==> src/rtl/lfp_pkg.sv <==
`default_nettype none
// ----------------------------------------------------------------------------
// lfp_pkg
// Shared types and constants of the length-prefixed frame parser: frame
// layout, register indexes, verdict codes, queue entry and output packing.
// ----------------------------------------------------------------------------
package lfp_pkg;

	// frame layout
	localparam int unsigned LEN_BYTES    = 4;
	localparam int unsigned HEADER_BYTES = 16;
	localparam int unsigned PAY_START    = LEN_BYTES + HEADER_BYTES;

	// saturating position counter
	localparam int unsigned CNT_W = 25;

	// front-to-back queue
	localparam int unsigned QUEUE_DEPTH = 2;

	// configuration port
	localparam int unsigned CFG_W = 32;
	localparam int unsigned IDX_W = 2;

	// output tdata: payload_byte, error_code, frame_type, frame_flags,
	// request_number, header_status, payload_count
	localparam int unsigned FIELDS_W = 8 + 3 + 16 + 16 + 32 + 32 + 24;
	localparam int unsigned TDATA_W  = ((FIELDS_W + 7) / 8) * 8;
	localparam int unsigned PAD_W    = TDATA_W - FIELDS_W;

	typedef enum logic [IDX_W-1:0] {
		REG_VERSION   = 2'd0,
		REG_RESP_MASK = 2'd1,
		REG_LEN_CAP   = 2'd2
	} lfp_reg_e;

	typedef enum logic [2:0] {
		ERR_OK        = 3'd0,
		ERR_SHORT     = 3'd1,
		ERR_OVER_CAP  = 3'd2,
		ERR_MISMATCH  = 3'd3,
		ERR_NO_HEADER = 3'd4,
		ERR_VERSION   = 3'd5,
		ERR_ID_ZERO   = 3'd6,
		ERR_STATUS    = 3'd7
	} lfp_err_e;

	typedef struct packed {
		logic [31:0] expected_version;
		logic [15:0] response_mask;
		logic [23:0] length_cap;
	} lfp_cfg_t;

	// one classified byte on its way from the front to the back
	typedef struct packed {
		logic [7:0]  data;
		logic        pay;
		logic        last;
		logic        short_frame;
		logic        mismatch;
		logic [31:0] body_length;
		logic [15:0] frame_type;
		logic [15:0] frame_flags;
		logic [31:0] request_number;
		logic [31:0] header_status;
		logic [31:0] version;
	} lfp_entry_t;

endpackage
`default_nettype wire

==> src/rtl/lfp_front.sv <==
`default_nettype none
// ----------------------------------------------------------------------------
// lfp_front
// Accepts frame bytes, tracks the position, captures length and header and
// pushes one classified entry per payload or final byte.
// ----------------------------------------------------------------------------
module lfp_front (
	input  wire                clk,
	input  wire                arst_n,
	input  wire                s_tvalid,
	output logic               s_tready,
	input  wire  [7:0]         s_tdata,
	input  wire                s_tlast,
	input  wire                q_full,
	output logic               q_push,
	output lfp_pkg::lfp_entry_t q_entry
);
	import lfp_pkg::*;

	logic [CNT_W-1:0] cnt_q;
	logic [31:0]      body_q, body_n;
	logic [15:0]      type_q, type_n;
	logic [15:0]      flags_q, flags_n;
	logic [31:0]      req_q, req_n;
	logic [31:0]      status_q, status_n;
	logic [31:0]      ver_q, ver_n;
	logic [4:0]       hdr_idx;
	logic             pos_zero;
	logic             pay;
	logic             accept;
	logic [32:0]      size_cnt;
	logic [32:0]      size_exp;

	assign s_tready = !q_full;
	assign accept   = s_tvalid && s_tready;
	assign pos_zero = (cnt_q == '0);
	assign pay      = (cnt_q >= CNT_W'(PAY_START));
	assign hdr_idx  = 5'(cnt_q[4:0] - 5'(LEN_BYTES));

	always_comb begin
		body_n   = pos_zero ? '0 : body_q;
		type_n   = pos_zero ? '0 : type_q;
		flags_n  = pos_zero ? '0 : flags_q;
		req_n    = pos_zero ? '0 : req_q;
		status_n = pos_zero ? '0 : status_q;
		ver_n    = pos_zero ? '0 : ver_q;
		if (cnt_q < CNT_W'(LEN_BYTES)) begin
			body_n[{cnt_q[1:0], 3'b000} +: 8] = s_tdata;
		end else if (cnt_q < CNT_W'(PAY_START)) begin
			case (hdr_idx[3:2])
				2'd0: begin
					if (!hdr_idx[1]) begin
						type_n[{hdr_idx[0], 3'b000} +: 8] = s_tdata;
					end else begin
						flags_n[{hdr_idx[0], 3'b000} +: 8] = s_tdata;
					end
				end
				2'd1: req_n[{hdr_idx[1:0], 3'b000} +: 8]    = s_tdata;
				2'd2: status_n[{hdr_idx[1:0], 3'b000} +: 8] = s_tdata;
				default: ver_n[{hdr_idx[1:0], 3'b000} +: 8] = s_tdata;
			endcase
		end
	end

	// frame size so far against the size the length prefix promises
	assign size_cnt = {{(33-CNT_W){1'b0}}, cnt_q} + 33'd1;
	assign size_exp = {1'b0, body_n} + 33'(LEN_BYTES);

	assign q_push = accept && (pay || s_tlast);

	always_comb begin
		q_entry.data           = s_tdata;
		q_entry.pay            = pay;
		q_entry.last           = s_tlast;
		q_entry.short_frame    = (cnt_q < CNT_W'(LEN_BYTES - 1));
		q_entry.mismatch       = (size_cnt != size_exp);
		q_entry.body_length    = body_n;
		q_entry.frame_type     = type_n;
		q_entry.frame_flags    = flags_n;
		q_entry.request_number = req_n;
		q_entry.header_status  = status_n;
		q_entry.version        = ver_n;
	end

	always_ff @(posedge clk or negedge arst_n) begin
		if (!arst_n) begin
			cnt_q    <= '0;
			body_q   <= '0;
			type_q   <= '0;
			flags_q  <= '0;
			req_q    <= '0;
			status_q <= '0;
			ver_q    <= '0;
		end else if (accept) begin
			body_q   <= body_n;
			type_q   <= type_n;
			flags_q  <= flags_n;
			req_q    <= req_n;
			status_q <= status_n;
			ver_q    <= ver_n;
			if (s_tlast) begin
				cnt_q <= '0;
			end else if (cnt_q != '1) begin
				cnt_q <= cnt_q + 1'b1;
			end
		end
	end

`ifndef SYNTH
	a_last_rewinds: assert property (@(posedge clk) disable iff (!arst_n)
		accept && s_tlast |=> cnt_q == '0)
		else $error("position not rewound after final byte");
`endif

endmodule
`default_nettype wire

==> src/rtl/lfp_queue.sv <==
`default_nettype none
// ----------------------------------------------------------------------------
// lfp_queue
// Short first-in first-out queue of classified entries between front and back.
// ----------------------------------------------------------------------------
module lfp_queue #(
	parameter int unsigned DEPTH = lfp_pkg::QUEUE_DEPTH
) (
	input  wire                 clk,
	input  wire                 arst_n,
	input  wire                 push,
	input  lfp_pkg::lfp_entry_t entry_in,
	output logic                full,
	input  wire                 pop,
	output logic                valid,
	output lfp_pkg::lfp_entry_t entry_out
);
	import lfp_pkg::*;

	localparam int unsigned PTR_W = (DEPTH > 1) ? $clog2(DEPTH) : 1;
	localparam int unsigned CNT_W = $clog2(DEPTH + 1);

	lfp_entry_t       entries_q [DEPTH];
	logic [PTR_W-1:0] wr_ptr_q;
	logic [PTR_W-1:0] rd_ptr_q;
	logic [CNT_W-1:0] count_q;

	assign full      = (count_q == CNT_W'(DEPTH));
	assign valid     = (count_q != '0);
	assign entry_out = entries_q[rd_ptr_q];

	always_ff @(posedge clk) begin
		if (push) begin
			entries_q[wr_ptr_q] <= entry_in;
		end
	end

	always_ff @(posedge clk or negedge arst_n) begin
		if (!arst_n) begin
			wr_ptr_q <= '0;
			rd_ptr_q <= '0;
			count_q  <= '0;
		end else begin
			if (push) begin
				wr_ptr_q <= (wr_ptr_q == PTR_W'(DEPTH - 1)) ? '0 : wr_ptr_q + 1'b1;
			end
			if (pop) begin
				rd_ptr_q <= (rd_ptr_q == PTR_W'(DEPTH - 1)) ? '0 : rd_ptr_q + 1'b1;
			end
			case ({push, pop})
				2'b10:   count_q <= count_q + 1'b1;
				2'b01:   count_q <= count_q - 1'b1;
				default: count_q <= count_q;
			endcase
		end
	end

`ifndef SYNTH
	a_no_overflow: assert property (@(posedge clk) disable iff (!arst_n)
		push |-> !full)
		else $error("push into full queue");
	a_no_underflow: assert property (@(posedge clk) disable iff (!arst_n)
		pop |-> valid)
		else $error("pop from empty queue");
`endif

endmodule
`default_nettype wire

==> src/rtl/lfp_back.sv <==
`default_nettype none
// ----------------------------------------------------------------------------
// lfp_back
// Pops classified entries, works out the verdict on final bytes and holds
// each result in the output register until it is taken.
// ----------------------------------------------------------------------------
module lfp_back (
	input  wire                              clk,
	input  wire                              arst_n,
	input  lfp_pkg::lfp_cfg_t                cfg,
	input  wire                              q_valid,
	input  lfp_pkg::lfp_entry_t              q_entry,
	output logic                             q_pop,
	output logic                             m_tvalid,
	input  wire                              m_tready,
	output logic [lfp_pkg::TDATA_W-1:0]      m_tdata,
	output logic                             m_tuser,
	output logic                             m_tlast
);
	import lfp_pkg::*;

	lfp_err_e             err;
	logic                 resp_frame;
	logic [31:0]          body_diff;
	logic [23:0]          count_n;
	logic [7:0]           byte_n;
	logic [TDATA_W-1:0]   tdata_n;
	logic                 out_valid_q;
	logic [TDATA_W-1:0]   out_data_q;
	logic                 out_user_q;
	logic                 out_last_q;

	assign resp_frame = ((q_entry.frame_flags & cfg.response_mask) != '0);
	assign body_diff  = q_entry.body_length - 32'(HEADER_BYTES);

	// checks in priority order, first failure wins
	always_comb begin
		if (q_entry.short_frame) begin
			err = ERR_SHORT;
		end else if (q_entry.body_length > {8'b0, cfg.length_cap}) begin
			err = ERR_OVER_CAP;
		end else if (q_entry.mismatch) begin
			err = ERR_MISMATCH;
		end else if (q_entry.body_length < 32'(HEADER_BYTES)) begin
			err = ERR_NO_HEADER;
		end else if (q_entry.version != cfg.expected_version) begin
			err = ERR_VERSION;
		end else if (!resp_frame && q_entry.request_number == '0) begin
			err = ERR_ID_ZERO;
		end else if (!resp_frame && q_entry.header_status != '0) begin
			err = ERR_STATUS;
		end else begin
			err = ERR_OK;
		end
	end

	always_comb begin
		byte_n = q_entry.pay ? q_entry.data : 8'd0;
		if (err == ERR_SHORT || err == ERR_OVER_CAP || err == ERR_MISMATCH ||
		    err == ERR_NO_HEADER) begin
			count_n = '0;
		end else begin
			count_n = body_diff[23:0];
		end
		if (q_entry.last) begin
			tdata_n = {{PAD_W{1'b0}}, count_n, q_entry.header_status,
				q_entry.request_number, q_entry.frame_flags,
				q_entry.frame_type, err, byte_n};
		end else begin
			tdata_n = {{(TDATA_W-8){1'b0}}, byte_n};
		end
	end

	assign q_pop = q_valid && (!out_valid_q || m_tready);

	always_ff @(posedge clk or negedge arst_n) begin
		if (!arst_n) begin
			out_valid_q <= 1'b0;
		end else if (q_pop) begin
			out_valid_q <= 1'b1;
		end else if (m_tready) begin
			out_valid_q <= 1'b0;
		end
	end

	always_ff @(posedge clk) begin
		if (q_pop) begin
			out_data_q <= tdata_n;
			out_user_q <= q_entry.pay;
			out_last_q <= q_entry.last;
		end
	end

	assign m_tvalid = out_valid_q;
	assign m_tdata  = out_data_q;
	assign m_tuser  = out_user_q;
	assign m_tlast  = out_last_q;

`ifndef SYNTH
	a_has_reason: assert property (@(posedge clk) disable iff (!arst_n)
		m_tvalid |-> m_tuser || m_tlast)
		else $error("result with neither payload nor verdict");
	a_byte_zero: assert property (@(posedge clk) disable iff (!arst_n)
		m_tvalid && !m_tuser |-> m_tdata[7:0] == 8'd0)
		else $error("payload byte set on a non-payload result");
	a_verdict_zero: assert property (@(posedge clk) disable iff (!arst_n)
		m_tvalid && !m_tlast |-> m_tdata[TDATA_W-1:8] == '0)
		else $error("verdict fields set before the final byte");
`endif

endmodule
`default_nettype wire

==> src/rtl/length_prefixed_frame_parser.sv <==
`default_nettype none
// ----------------------------------------------------------------------------
// length_prefixed_frame_parser
// Parses length-prefixed frames byte by byte, forwards payload and reports a
// verdict with the header fields on the final byte.
// ----------------------------------------------------------------------------
// The parser takes one frame byte per clock on the s_ side while s_tready is
// high, with s_tlast on the final byte of a frame. Bytes 0-3 carry a
// little-endian body length, bytes 4-19 a header (type, flags, request id,
// status, version, all little-endian); every later byte is forwarded on the
// m_ side with m_tuser set. The final byte produces a result with m_tlast set
// that carries the verdict code and the header fields; on a nonzero code,
// drop the payload already received for that frame. Header and length bytes
// that are not the final byte produce no result. Sustained rate is one byte
// per clock in both directions while m_tready stays high; a result passes
// through the front-to-back queue and the output register before it shows
// up on the m_ side. The queue (QUEUE_DEPTH entries) absorbs output stalls so
// that input flow continues until it fills. Write configuration only while
// no frame is in flight.
// ----------------------------------------------------------------------------
module length_prefixed_frame_parser #(
	parameter int unsigned QUEUE_DEPTH = lfp_pkg::QUEUE_DEPTH
) (
	input  wire                           clk,
	input  wire                           arst_n,
	// configuration writes
	input  wire                           cfg_wen,
	input  wire  [lfp_pkg::IDX_W-1:0]     cfg_index,
	input  wire  [lfp_pkg::CFG_W-1:0]     cfg_wdata,
	// frame bytes in
	input  wire                           s_tvalid,
	output logic                          s_tready,
	input  wire  [7:0]                    s_tdata,   // [7:0] data_byte
	input  wire                           s_tlast,   // last_byte
	// results out
	output logic                          m_tvalid,
	input  wire                           m_tready,
	// [7:0] payload_byte, [10:8] error_code, [26:11] frame_type,
	// [42:27] frame_flags, [74:43] request_number, [106:75] header_status,
	// [130:107] payload_count, rest zero
	output logic [lfp_pkg::TDATA_W-1:0]   m_tdata,
	output logic                          m_tuser,   // payload_valid
	output logic                          m_tlast    // frame_done
);
	import lfp_pkg::*;

	lfp_cfg_t   cfg_q;
	lfp_entry_t push_entry;
	lfp_entry_t pop_entry;
	logic       q_push;
	logic       q_pop;
	logic       q_full;
	logic       q_valid;

	// configuration registers; a write to an unused index is dropped
	always_ff @(posedge clk or negedge arst_n) begin
		if (!arst_n) begin
			cfg_q.expected_version <= 32'd1;
			cfg_q.response_mask    <= 16'd1;
			cfg_q.length_cap       <= 24'd65536;
		end else if (cfg_wen) begin
			case (lfp_reg_e'(cfg_index))
				REG_VERSION:   cfg_q.expected_version <= cfg_wdata[31:0];
				REG_RESP_MASK: cfg_q.response_mask    <= cfg_wdata[15:0];
				REG_LEN_CAP:   cfg_q.length_cap       <= cfg_wdata[23:0];
				default: ;
			endcase
		end
	end

	// front: position tracking, header capture, classification
	lfp_front u_front (
		.clk      (clk),
		.arst_n   (arst_n),
		.s_tvalid (s_tvalid),
		.s_tready (s_tready),
		.s_tdata  (s_tdata),
		.s_tlast  (s_tlast),
		.q_full   (q_full),
		.q_push   (q_push),
		.q_entry  (push_entry)
	);

	// decouple the two sides so each can stall on its own
	lfp_queue #(
		.DEPTH (QUEUE_DEPTH)
	) u_queue (
		.clk       (clk),
		.arst_n    (arst_n),
		.push      (q_push),
		.entry_in  (push_entry),
		.full      (q_full),
		.pop       (q_pop),
		.valid     (q_valid),
		.entry_out (pop_entry)
	);

	// back: verdict and output register
	lfp_back u_back (
		.clk      (clk),
		.arst_n   (arst_n),
		.cfg      (cfg_q),
		.q_valid  (q_valid),
		.q_entry  (pop_entry),
		.q_pop    (q_pop),
		.m_tvalid (m_tvalid),
		.m_tready (m_tready),
		.m_tdata  (m_tdata),
		.m_tuser  (m_tuser),
		.m_tlast  (m_tlast)
	);

endmodule
`default_nettype wire
==> config.mk <==
export PLATFORM = sky130hd
export DESIGN_NAME = length_prefixed_frame_parser
export DESIGN_NICKNAME = d
export VERILOG_FILES = /design/src/rtl/lfp_pkg.sv /design/src/rtl/lfp_front.sv /design/src/rtl/lfp_queue.sv /design/src/rtl/lfp_back.sv /design/src/rtl/length_prefixed_frame_parser.sv
export SDC_FILE = /design/constraint.sdc
export NUM_CORES = 1
export LEC_CHECK = 0
export ABC_AREA = 1
export BUFFER_PORTS_ARGS = -buffer_cell sky130_fd_sc_hd__buf_4
export CAP_MARGIN = 20
export CORE_ASPECT_RATIO = 1.25
export CORE_MARGIN = 4
export CORE_UTILIZATION = 60
export DETAILED_ROUTE_END_ITERATION = 10
export PLACE_DENSITY_LB_ADDON = 0.1
export SLEW_MARGIN = 0
export SYNTH_ARGS = -nofsm -noshare
export SYNTH_HDL_FRONTEND = slang
export SYNTH_SLANG_ARGS = --single-unit
==> constraint.sdc <==
create_clock -name clk -period 12.5 [get_ports clk]
set_input_delay 1.875 -clock clk [delete_from_list [all_inputs] [get_ports clk]]
set_output_delay 1.875 -clock clk [all_outputs]
set_load 0.02 [all_outputs]
==> After elaboration in Yosys (flattened, before gate mapping) <==
Memory sizes are Yosys's and may differ from the RTL's.
Index checks and enable logic that the tools add are counted.
{ "word_totals": {"register_bits": 400, "ram_bits": 344, "inputBits": 48, "out_inout_bits": 140, "word_cells": 136, "memories": 1} }
{ "op_classes": {"n_addsub": 12, "order_cmp": 6, "eq_ne": 14, "shifts": 6, "mux": 47, "n_bitwise": 2, "n_reduce_logical": 29} }
{ "mem_list": {"columns": ["name", "words", "word_bits", "read_ports", "rd_clocked_by_memory_dff", "wr", "line", "rtl"], "rows": [
  ["u_queue.entries_q", 2, 172, 1, 0, 1, "lfp_queue.sv:23", "lfp_entry_t entries_q [DEPTH];"]
]} }
{ "ops": {"columns": ["operator", "count"], "rows": [
  ["$mux 32", 14],
  ["$mux 16", 10],
  ["$bwmux 32", 4],
  ["$shift 8x7->32 const A", 2],
  ["$shiftx 8x7->32", 2],
  ["$mux 25", 2],
  ["$add 32x3->33 const B", 1],
  ["$ne 33x33->1", 1],
  ["$bwmux 16", 2],
  ["$gt 32x24->1", 1],
  ["$logic_not 32->1", 1],
  ["$lt 32x5->1 const B", 1],
  ["$ne 32x32->1", 1],
  ["$reduce_bool 32->1", 1],
  ["$add 25x1->26 const B", 1],
  ["$add 25x1->25 const B", 1],
  ["$ge 25x5->1 const B", 1],
  ["$logic_not 25->1", 1],
  ["$lt 25x2->1 const B", 1],
  ["$lt 25x3->1 const B", 1],
  ["$lt 25x5->1 const B", 1],
  ["$ne 25x25->1 const B", 1],
  ["$sub 24x5->24 const B", 1],
  ["$mux 3", 7],
  ["other kinds (27)", 57]
]} }

==> Logic depth before layout (Yosys ltp) <==
Gate-level depths: netlist of the first run.
An unclocked memory read counts as a cell.
{ "logic_depth": {"depth_word": 17, "ltp_mapped": 24, "ltp_nobuf": 21} }

==> By module <==
From an unflattened synthesis of the first run, not the netlist that was laid out.
{ "unflattened": {"cells_unflattened": 3833, "area_unflattened_um2": 35012.3} }
{ "by_module_without_submodules": {"columns": ["mod", "instances", "cells_each", "area_per_inst_um2", "seq_area_each_um2"], "rows": [
  ["lfp_queue", 1, 922, 12929.9, 10430.0],
  ["lfp_front", 1, 1725, 11726.2, 4629.4],
  ["lfp_back", 1, 867, 7428.4, 4018.9],
  ["length_prefixed_frame_parser", 1, 319, 2927.8, 1805.5]
]} }

==> Worst setup path before layout of the first run <==
OpenSTA, ideal clock, no wires.
{ "synth_timing": {"path_kind": "input-to-reg", "from": "input port s_tvalid", "to": "memory u_queue.entries_q[0][0] (netlist name), enable pin", "setup_ns": 0.707, "arrival_time_ns": 9.778, "required_ns": 11.793, "setup_slack_ns": 2.015, "cell_stages": 5, "n_path_buf": 1, "cell_sequence": "nand2_1 > inv_1 > clkbuf_1 > o21ai_0 > nor2_1"} }
{ "synth_via": {"elab_chain_len": 4} }
{ "synth_lines": {"columns": ["element", "line", "rtl"], "rows": [
  ["from (decl)", "length_prefixed_frame_parser.sv:31", "input wire s_tvalid,"],
  ["$logic_and 1x1->1", "lfp_front.sv:35", "assign accept = s_tvalid && s_tready;"],
  ["$logic_and 1x1->1", "lfp_front.sv:69", "assign q_push = accept && (pay || s_tlast);"],
  ["$mux 1", "lfp_queue.sv:33", "if (push) begin"],
  ["$mux 1 (not written as such)", "lfp_queue.sv:34", "entries_q[wr_ptr_q] <= entry_in;"],
  ["to (decl)", "lfp_queue.sv:23", null]
]} }
No other way between the ends.

==> Final worst setup path of the first run <==
{ "layout_timing": {"from": "register u_queue.rd_ptr_q", "to": "register u_back.out_data_q[123] (netlist: u_back.m_tdata[123]), data pin"} }
{ "layout_via": {"elab_chain_len": 17, "elab_cells_between_ends": 28, "classes_between": "add/sub (1); order compare (2); eq/ne (5); mux (7); bitwise (2); reduce/logical (10); memory (1)"} }
{ "layout_lines": {"columns": ["element", "line", "rtl"], "rows": [
  ["from (decl)", "lfp_queue.sv:25", "logic [PTR_W-1:0] rd_ptr_q;"],
  ["from (signal assigned)", "lfp_queue.sv:48", "rd_ptr_q <= (rd_ptr_q == PTR_W'(DEPTH - 1)) ? '0 : rd_ptr_q + 1'b1;"],
  ["$mem_v2 2x172 (*)", null, null],
  ["parallel branches: the longest is 16 deep, another holds $lt 32x5->1", null, null],
  ["to (signal assigned)", "lfp_back.sv:88", "out_data_q <= tdata_n;"],
  ["to (decl)", "lfp_back.sv:29", "logic [TDATA_W-1:0] out_data_q;"]
]} }
Every way passes the cells marked *.
A chain may end at the register's enable or synchronous reset.

==> impl_metrics.yaml, run 1 <==
cts:
  clock-sinks: 739
  hold_buffers: 0
  numCtsBuffers: 75
  clockBufferDepth: 3
  cts-htree-levels: 3
  tritoncts: "done"
  clock_latency_ns: 0.62
  clockRootBuffer: "clkbuf_16"
  post_cts_buffers: 0
  path_clk_slew_ns: 0.06
  cts.repair.resized: 0
sta:
  tightest_slew_ns: 1.09
  drv_slew: 0
  fmax_mhz: 198
  fin_ws_ns: 7.44
  min_period_ns: 5.06
  period_share: 0.405
  clock-skew-final_ns: 0.0233
  final-setup-viol-count: 0
  hold_viol: 0
  rsz0062_at_grt: "false"
  setup_tns_ns: 0
  slew_headroom: 0.267
logic_synthesis:
  syn_area_um2: 33300
  ys_ff_latch: 739
  synth-adder-area-share: 0.0120
  yosys.area_share.simple: 0.182
  syn_inst: 3341
  synth-async-reset-ratio: 0.355
  synthTopCellsByCount: "nand2_1 (848), edfxtp_1 (477), inv_1 (385)"
  ys_warn_count: 0
  synth_top_family_by_area: "simple AND/OR/NAND/NOR gates"
  netlist_top_cells_area: "edfxtp_1 (43%), dfrtp_1 (19%), nand2_1 (9.6%)"
  synth_top_area_cell: "edfxtp_1"
  synth_cell_types: 57
  yosysSeqAreaShare: 0.628
  synth_compound_area_frac: 0.0811
  synth_edf_count: 477
  syn_area_per_cell_um2: 9.96
  yosys_most_used_dff: "edfxtp_1"
  synth_xor_area_frac: 0.0212
  synth.most_common_cell: "nand2_1"
  synth_top_area_frac: 0.430
  synthMuxAreaShare: 0.0145
route:
  wl_per_cell_um: 20.6
  ant_nets: 0
  vias: 24200
  wl_mm: 88.5
  drc_errors: 0
  routed_via_density: 5.64
  first_iter_violations: 2375
  drt_pass1_iterations: 6
worst_setup_path:
  cp.arrival_ns: 5.40
  slowest_stage: "dfrtp_4"
  crit_buf_inv: 5
  critPathTopFamily: "simple AND/OR/NAND/NOR gates"
  path_max_fanout: 64
  critPathCaptureType: "flop"
  crit_path_max_incr_delay_ns: 0.61
  start_kind: "flop"
  crit_required_ns: 12.84
  crit_chain: "clkinv_2 -> buf_4 -> buf_4 -> or2_2 -> o21ai_0 -> inv_1 -> ha_1 -> inv_1 -> nor2_1 -> nand2_1 -> nor3_1 -> nand4_1 -> nand2_1 -> nand2_1 -> nor2_1 -> nand4_1 -> nand2_2 -> nor2_1"
  worst-setup-path-type: "reg2reg"
pwr:
  power_density_nw_per_um2: 221
  leakagePower_nw: 15.9
  p_int_mw: 5.32
  p_seq_frac: 0.401
  vdd_drop_max_uv: 252
  p_comb_frac: 0.327
  pwr-share-clk: 0.271
  p_sw_mw: 3.03
  switching_share: 0.363
  finalPower_mw: 8.34
floorplan:
  die_area_um2: 59300
  rows: 96
  core_um2: 54900
  dieWidth_um: 219
  die_h_um: 271
  ioPinCount: 188
  initial_core_util: 0.606
grt:
  grt.total_usage: 0.299
  grt_pass1_vias: 23800
  grt_overflow: 0
  antenna_found_initial: 0
  grt_max_degree: 124
  grt_pass1_wl_mm: 136
placed_design:
  place_congestion: 0.905
  port_buffers: 182
  dp_hpwl_mm: 62.0
  placed_cell_area_um2: 35300
  dp_slack_ns: 6.84
cells_and_area:
  area_growth_pct: 13.5
  drive_above_1_share: 0.124
  nNetsFinal: 3577
  fin_area_um2: 37800
  final_util: 0.688
  n_antenna_cell: 0
status:
  status: "finished, final reports clean"
hold_path:
  hp-class: "reg2reg"
run:
  cap_violations: 0
## power by group through the flow
| stage | Clock, mW | Sequential (mW) | Combinational (mW) |
|---|---|---|---|
| floorplan | 0 | 3.72 | 1.49 |
| global placement | 0 | 3.38 | 2.68 |
| detailed placement | 0 | 3.40 | 2.73 |
| CTS | 2.29 | 3.35 | 2.74 |
| global route | 2.39 | 3.39 | 2.97 |
| finish | 2.26 | 3.35 | 2.73 |
## tightest hold or removal path: cells and delay by family (launching register included)
family        cells  cell delay (ns)
flops             1             0.34
simple gates      2             0.10
## flip-flops by register name, indices dropped and copies added, names as in the netlist, 2 cells and up
signal             cells
u_back.m_tdata       131
cfg_q                 72
u_queue.entries_q    344
u_front.req_q         32
u_front.type_q        16
u_front.cnt_q         25
u_front.body_q        32
u_queue.count_q        2
u_front.ver_q         32
u_front.flags_q       16
u_front.status_q      32
## path summary, 6_finish.rpt
path | slack (ns) | depth (start not counted) | start | end
min reg2reg | 0.48 | 2 | u_front.type_q[8] | u_front.type_q[8]
max in group asynchronous | 9.51 | 2 | arst_n | u_front.status_q[4]
min in group asynchronous | 1.35 | 1 | arst_n | u_front.req_q[18]
max reg2reg | 7.44 | 18 | u_queue.rd_ptr_q | u_back.m_tdata[123]
max | 7.44 | 18 | u_queue.rd_ptr_q | u_back.m_tdata[123]
min | 0.48 | 2 | u_front.type_q[8] | u_front.type_q[8]
## cell families after synthesis
kind of cell / Yosys count
DFF: 739
xor gates and xnor gates: 79
AOI/OAI and AO/OA: 474
other: 1
adders and majority gates: 32
and+or+nand+nor: 1442
buffers and inverters: 526
muxes: 48
## cell type report
cell class                      instances  area [um^2]
Clock inverter                         31          309
Multi-Input combinational cell       2080        10400
Sequential cell                       739        20900
Tap cell                              735          920
Inverter                              397         1500
Fill cell                            4173        17100
Clock buffer                          109         2200
Timing Repair Buffer                  204         1540
## per-stage QoR
stage / std cells / hold WS [ns]
after detailed placement: 4155 / 0.466
after global routing: 4295 / 0.492
after global placement: 4155 / 0.462
final: 4295 / 0.479
after floorplan: 3345 / 0.449
after CTS: 4295 / 0.482
## routing by layer
layer | global-route usage | vias up | wire [um]
li1 | - | 11400 | -
met1 | 0.409 | 11800 | 36000
met2 | 0.507 | 901 | 44100
met3 | 0.0352 | 150 | 5750
met4 | 0.0935 | 0 | 2580
met5 | 0 | - | 0
## cells in the final DEF (no fill, tap or decap), drive strengths merged, types with 5 or more instances in the layout
cell type and instances:
a21oi 30, a31oi 11, buf 204, clkbuf 109
clkinv 25, conb 5, dfrtp 259, edfxtp 477
ha 32, inv 395, mux2i 46, nand2 861
nand3 123, nand4 48, nor2 310, nor3 34
nor4 8, o21a 26, o21ai 283, o22ai 106
or2 52, xnor2 27, xor2 51
Note: power is estimated with default switching activity, not from simulation.
==> run 2, diff against run 1 <==
==> constraint.sdc (replaced) <==
create_clock -name clk -period 4.7 [get_ports clk]
set_input_delay 0.705 -clock clk [delete_from_list [all_inputs] [get_ports clk]]
set_output_delay 0.705 -clock clk [all_outputs]
set_load 0.02 [all_outputs]
==> run 2 against run 1 <==
  * Global-route usage about the same
  * Sequential share of layout area down 0.21 points
  * Largest cell class unchanged
  * Highest routed layer unchanged
  * Power rose to 2.7 times the previous value
  * Fmax increased by 13%
  * Core utilization is 0.26 points higher
  * Count of clock-buffer cells in the layout shrank 2
  * Largest power group unchanged
  * Clock power rose to 2.6 times the previous value
  * Critical path type unchanged
  * Die area unchanged
==> impl_metrics.yaml, run 2 (same netlist as run 1, synthesis figures left out) <==
grt:
  grt_pass1_vias: 23500
  grt_max_degree: 178
  grt_overflow: 0
  grt.total_usage: 0.300
  grt_pass1_wl_mm: 137
  antenna_found_initial: 0
sta:
  min_period_ns: 4.48
  final-setup-viol-count: 0
  drv_slew: 0
  fmax_mhz: 223
  whs_ns: 0.111
  rsz0062_at_grt: "false"
  hold_viol: 0
  slew_headroom: 0.321
  tightest_slew_ns: 1.02
  period_share: 0.953
  clock-skew-final_ns: 0.0236
  setup_tns_ns: 0
cells_and_area:
  largest_reg_flops: 344
  drive_above_1_share: 0.124
  fin_area_um2: 37900
  layout_common_cells: "nand2_1 (847), edfxtp_1 (477), inv_1 (384)"
  ff_latch_area_um2: 20900
  nNetsFinal: 3587
  top_register: "u_queue.entries_q"
  mostFrequentLayoutCell: "nand2_1"
  n_antenna_cell: 0
  multi_input_area_um2: 10400
  n_fill_cell: 4153
  area_growth_pct: 13.9
  instances_no_fill: 4302
status:
  status: "finished, final reports clean"
route:
  ant_nets: 0
  wl_per_cell_um: 20.7
  drc_errors: 0
  drt_pass1_iterations: 6
  vias: 24400
  wl_mm: 89.3
  routed_via_density: 5.68
  first_iter_violations: 2392
worst_setup_path:
  path_max_fanout: 16
  start_kind: "flop"
  crit_required_ns: 5.03
  worst-setup-path-type: "reg2reg"
  critPathCaptureType: "flop"
  cp.arrival_ns: 4.81
floorplan:
  die_area_um2: 59300
  core_um2: 54900
  rows: 96
  ioPinCount: 188
  initial_core_util: 0.606
  dieWidth_um: 219
  die_h_um: 271
run:
  cap_violations: 0
placed_design:
  place_congestion: 0.932
  dp_hpwl_mm: 62.8
  port_buffers: 182
  dpl.cell_count: 4166
  placed_cell_area_um2: 35500
cts:
  clockBufferDepth: 3
  cts-htree-levels: 3
  cts.repair.resized: 0
  clockRootBuffer: "clkbuf_16"
  numCtsBuffers: 73
  tritoncts: "done"
  path_clk_slew_ns: 0.07
  clock_latency_ns: 0.62
  hold_buffers: 0
  clock-sinks: 739
  post_cts_buffers: 0
pwr:
  leakagePower_nw: 16.0
  power_density_nw_per_um2: 587
  finalPower_mw: 22.3
  vdd_drop_max_uv: 862
hold_path:
  hp-class: "in2async"
-- run 2: cell count changes in the layout (fill, tap and decap cells not counted), sizes merged --
cell and change:
inv -2, clkbuf -2, clkinv -3, buf +12, bufinv +2
-- run 2: cell type report --
cell class	instances	area share
inverter	397	0.0395
tap	735	0.0243
clock buffer	107	0.0552
sequential	739	0.551
multi-input combinational	2080	0.275
timing repair buffer	216	0.0463
clock inverter	28	0.00934
-- run 2: worst max-delay path, cell delays in order, from the launching register on --
cell	delay [ns]
dfrtp_1	0.50
inv_1	0.46
ha_1	0.38
nand2_1	0.18
inv_1	0.21
nand3_1	0.29
o21ai_2	0.46
ha_1	0.30
nand3_1	0.15
inv_1	0.15
nand3_1	0.17
nor2_1	0.31
nand2_1	0.09
nand2_1	0.07
nand2_1	0.05
nor2_1	0.09
nand2_1	0.08
nor2_1	0.10
nand3_1	0.13
-- run 2: metal layers --
metal | share of wire | up-vias | GRT usage
met2 | 0.48 | 933 | 0.487
met5 | 0 | - | 0
li1 | - | 11400 | -
met1 | 0.42 | 11900 | 0.424
met4 | 0.032 | 0 | 0.0992
met3 | 0.071 | 164 | 0.0387
-- run 2: metrics by stage --
stage / setup slack (ns) / utilization
2_1_floorplan: -1.73 / -
3_3_place_gp: 0.445 / 0.646
3_5_place_dp: 0.381 / 0.646
4_1_cts: 0.350 / 0.690
5_1_grt: 0.0193 / 0.691
6_report: 0.219 / 0.691
-- run 2: path summary, 6_finish.rpt --
check	startpoint	to	slack, ns	depth (start not counted)
worst max-delay path	u_front.cnt_q[0]	u_queue.entries_q[1][160]	0.22	18
worst min-delay path	arst_n	u_front.type_q[4]	0.11	1
worst max register to register	u_front.cnt_q[0]	u_queue.entries_q[1][160]	0.22	18
worst min register to register	u_front.body_q[7]	u_front.body_q[7]	0.48	2
max in group asynchronous	arst_n	cfg_q[16]	3.47	2
min in group clk	cfg_wdata[27]	cfg_q[67]	0.32	2
-- run 2: power by group --
group          internal [mW]  switching [mW]
sequential              8.47           0.418
clock                   3.45            2.49
combinational           2.26            5.19
